`config.mk`:
```
export PLATFORM = sky130hd
export DESIGN_NAME = gpb_div
export DESIGN_NICKNAME = d
export VERILOG_FILES = /design/src/design/gpb_div.sv
export SDC_FILE = /design/constraint.sdc
export NUM_CORES = 2
export LEC_CHECK = 0
export BUFFER_PORTS_ARGS = -buffer_cell sky130_fd_sc_hd__buf_2
export CAP_MARGIN = 20
export CELL_PAD_IN_SITES_DETAIL_PLACEMENT = 1
export CELL_PAD_IN_SITES_GLOBAL_PLACEMENT = 2
export CORE_UTILIZATION = 47
export CTS_BUF_LIST = sky130_fd_sc_hd__clkbuf_8
export DETAILED_ROUTE_END_ITERATION = 12
export PLACE_DENSITY = 0.89
export SETUP_SLACK_MARGIN = 0.4
export SYNTH_ARGS = -nofsm -noshare
export SYNTH_HDL_FRONTEND = slang
export SYNTH_SLANG_ARGS = --single-unit
```
`constraint.sdc`:
```
create_clock -name i_clk -period 5.8 [get_ports i_clk]
set_input_delay 0.29 -clock i_clk [delete_from_list [all_inputs] [get_ports i_clk]]
set_output_delay 0.29 -clock i_clk [all_outputs]
set_load 0.03 [all_outputs]
```
`src/design/gpb_div.sv`:
```
// ----------------------------------------------------------------------------
// gpb_div: pipelined restoring divider
// One quotient bit per stage after an overflow check stage. Accepts a new
// beat every cycle.
// ----------------------------------------------------------------------------
module gpb_div #(
    parameter int NW = 34,
    parameter int DW = 17,
    parameter int QW = 26
) (
    input  logic          i_clk,
    input  logic          i_rst_n,
    input  logic          i_valid,
    input  logic [NW-1:0] i_num,
    input  logic [DW-1:0] i_den,
    output logic          o_valid,
    output logic [QW-1:0] o_quot,
    output logic          o_ovf
);
    localparam int WW = (NW > DW + QW) ? NW : DW + QW;

    logic [WW-1:0] r_rem [0:QW];
    logic [DW-1:0] r_den [0:QW];
    logic [QW-1:0] r_q   [0:QW];
    logic [QW:0]   r_ovf;
    logic [QW:0]   r_vld;

    // check whether the quotient fits in QW bits
    always_ff @(posedge i_clk) begin
        r_rem[0] <= WW'(i_num);
        r_den[0] <= i_den;
        r_q[0]   <= '0;
        r_ovf[0] <= (WW'(i_num) >> QW) >= WW'(i_den);
    end

    always_ff @(posedge i_clk) begin
        if (!i_rst_n) begin
            r_vld <= '0;
        end else begin
            r_vld <= {r_vld[QW-1:0], i_valid};
        end
    end

    // resolve one quotient bit per stage, most significant first
    for (genvar g = 1; g <= QW; g++) begin : g_stage
        localparam int B = QW - g;
        logic [WW-1:0] n_sub;
        logic          n_ge;
        assign n_sub = WW'(r_den[g-1]) << B;
        assign n_ge  = r_rem[g-1] >= n_sub;
        always_ff @(posedge i_clk) begin
            r_rem[g] <= n_ge ? (r_rem[g-1] - n_sub) : r_rem[g-1];
            r_q[g]   <= r_q[g-1] | (n_ge ? (QW'(1) << B) : QW'(0));
            r_den[g] <= r_den[g-1];
            r_ovf[g] <= r_ovf[g-1];
        end
    end

    assign o_valid = r_vld[QW];
    assign o_quot  = r_q[QW];
    assign o_ovf   = r_ovf[QW];

endmodule

```
==> impl_results.md <==
* Status: finished, final reports clean
* Synthesis-to-finish area growth at 14.17%
* Core Area at 0.1564 mm²
* Gpl congestion at 0.8655
* Port bufs at 81
* Final count of pins violating max slew at 0
* Remaining antenna violation count after routing at 0
* Die ar. at 0.1592 mm²
* TritonCTS clock tree: built
* Initial Util at 47.36%
* EDFF count, synth at 0
* Synthesized instance count at 7360
* Type of the most critical hold path: in2reg
* Distinct cells, synth at 81
* Synth async-reset ratio at 0%
* First-pass GRT wire length at 330.7 mm
* Site Rows at 145
* Pwr/cell area at 556.4 mW/mm²
* Global route overflow at 0
* Slew headroom at 23.48%
* Wire per inst at 21.08 µm
* Ys Warns at 0
* Vias/cell at 5.457
* Fin Setup TNS at 0 ps
* H-Tree Depth at 5
* Setup Buffers After CTS at 0
* DRT Pass-1 Iters at 5
* FMAX at 228.1 MHz
* Die Wd at 399.0 µm
* Die Span Y at 399.0 µm
* Register area share after synthesis at 52.86%
* Post-synthesis mux area share at 1.292%
* Overall routing resource usage at 26.40%
* VDD IR max at 0.2834 mV
* Top FF cell, synth: dfxtp_1
* Post-DP HPWL at 148.2 mm
* CP Max Fanout at 35
* Unrepaired setup endpoints after global routing: no
* Setup CP Type: reg2reg
* CTS root buf: clkbuf_8
* CTS max path bufs at 4
* Vias at 54866
* Vias in the first global route at 59445
* Setup Skew at 96.95 ps
* Compound-cell area share of the yosys netlist at 12.14%
* Area leader, netlist: dfxtp_1
* Final setup vio count at 0
* WP data arrival at 5310 ps
* Nets at 8278
* Pin count of the biggest net entering global routing at 41
* Initial antenna violation count at 7
* Leak Pwr at 36.81 nW
* Final period util at 75.58%
* Worst EP required at 6720 ps
* Crit path time final at 4384 ps
* Post-Synth Simple-Gate Area at 14.42%
* Avg Inst Size Synth at 10.06 µm²
* Largest family of logic cells by synthesized area: simple AND/OR/NAND/NOR gates
* Least-Margin Pin Slew at 1119 ps
* Post-Route WL at 211.9 mm
* Clock Latency Late Sink at 1070 ps
* Synth Cell Area at 0.07407 mm²
* Worst Setup End Kind: flip-flop
* Hold Vio Cnt, Final at 0
* CTS Buf Count at 331
* Initial DRC Count at 2468
* Main area contributors after synthesis: dfxtp_1 53%, ha_1 7.5%, xnor2_1 3.7%, xor2_1 3.5%, inv_1 2.9%
* DRC violations left at 0
* CP Launch Type: flip-flop
* Adder-Cell Fraction of Synth Area at 8.142%
* Num ports at 82
* Max Cap Viol at 0
* DP Cell Count at 9369
* Post-route insts no fill at 10055
* CTS sink count at 1956
* Synth top area share at 52.86%
* Syn Nets at 7881
* Synth Register Bits at 1956
* Share of layout cells above drive strength 1 at 9.549%
* Reg clk slew, reported paths at 70 ps
* XOR/XNOR Fraction of Synth Area at 7.260%
worst max-delay path: stages, from the launching register on:
cell       delay [ps]
dfxtp_1           310
inv_1              50
ha_1              130
inv_1              60
fa_1              440
a211oi_1          320
o21ai_0           170
a2111o_1          440
a2111oi_0        1000
o31ai_1           320
a21oi_2           250
buf_4             370
mux2_2            380
per-stage QoR:
step	total power, mW	hold WS [ps]	util [%]	cell area, µm²	worst slack [ps]
2_1_floorplan	29.52	309.6	-	74070	2153
3_3_place_gp	33.59	309.8	48.96	76560	1719
3_5_place_dp	34.07	313.2	48.99	76610	1547
4_1_cts	47.11	18.06	54.04	84510	1489
5_1_grt	49.95	147.6	54.07	84560	1183
6_report	47.05	184.4	54.07	84560	1416
report_power, final:
part / switching, mW / internal, mW / total [mW]
logic: 8.34 / 6.52 / 14.9
registers: 2.72 / 16.6 / 19.3
clock network: 5.72 / 7.19 / 12.9
total: 16.8 / 30.3 / 47.1
cell usage after synthesis, types with 63 or more instances:
master       n
a211oi_1    63
a21o_1     144
a21oi_1    403
clkbuf_1   119
dfxtp_1   1956
ha_1       442
inv_1      567
mux2_2      77
nand2_1    487
nand2b_1   100
nand3_1    123
nand4_1     95
nor2_1     430
nor2b_1     63
nor3_1     200
nor4_1     166
o21a_1      73
o21ai_0    408
or3_1       76
xnor2_1    317
xor2_1     297
registers in the layout (all words and copies together), names as in the netlist:
signal	flops
r_rem	1109
r_q	351
r_vld	27
r_den	442
r_ovf	26
o_ovf	1
routing by layer:
| metal | share of wire (%) | global-route usage (%) | vias up |
|---|---|---|---|
| li1 | - | - | 26376 |
| met1 | 38 | 27.46 | 26728 |
| met2 | 53 | 50.16 | 1120 |
| met3 | 3.4 | 4.158 | 642 |
| met4 | 5.6 | 14.44 | 0 |
| met5 | 0 | 0 | - |
path summary, 6_finish.rpt:
path                            cells past startpoint           from  slack (ps)            end
worst max register to register                     12  r_rem[1][269]        1420  r_rem[1][313]
worst max-delay path                               12  r_rem[1][269]        1420  r_rem[1][313]
worst min register to register                      0     r_q[6][13]         290     r_q[6][39]
worst min-delay path                                5      i_den[15]         180       r_ovf[0]
cell usage in the layout, fill, tap and decap left out, drive strengths merged, types with 18 or more instances in the layout:
cell type,instances
nand2b,100
a31oi,31
fa,25
o41ai,18
and2,58
nor2b,63
clkbuf,408
or2,41
nand3,123
xor2,297
nand2,487
buf,113
mux2,77
clkinv,50
bufinv,20
nor4,166
ha,442
o21ai,412
inv,654
a21oi,403
and3,34
dfxtp,1956
o31a,30
o31ai,45
nor3,200
nand4,95
o21a,73
a211oi,63
or3,77
a21o,144
o211ai,33
o21bai,35
dlygate4sd3,108
nor2,430
nand4b,21
nor4b,32
nand3b,23
xnor2,317
or4,53
logic make-up (layout without fill, tap and decap cells):
family / Yosys count / count (layout)
flip-flops: 1956 / 1956
adder cells (fa/ha/maj): 467 / 467
buffers and inverters: 731 / 1361
multiplexers: 86 / 86
AND/OR/NAND/NOR: 2070 / 2070
other: 0 / 7
AO/OA/AOI/OAI: 1436 / 1436
XOR/XNOR: 614 / 614
cell type report:
cell class,instances,area [µm²]
Clock buffer,405,5574
Sequential cell,1956,39160
Fill cell,17228,71820
Timing Repair Buffer,224,1747
Antenna cell,7,17.52
Tap cell,2058,2575
Inverter,571,2143
Multi-Input combinational cell,4673,32110
Clock inverter,161,1245
timing repair:
item | in CTS | in global routing
hold buffers | 108 | 0
endpoints found under the hold margin | 79 | 0
resized for setup | 0 | 0
Note: power is estimated with default switching activity, not from simulation.
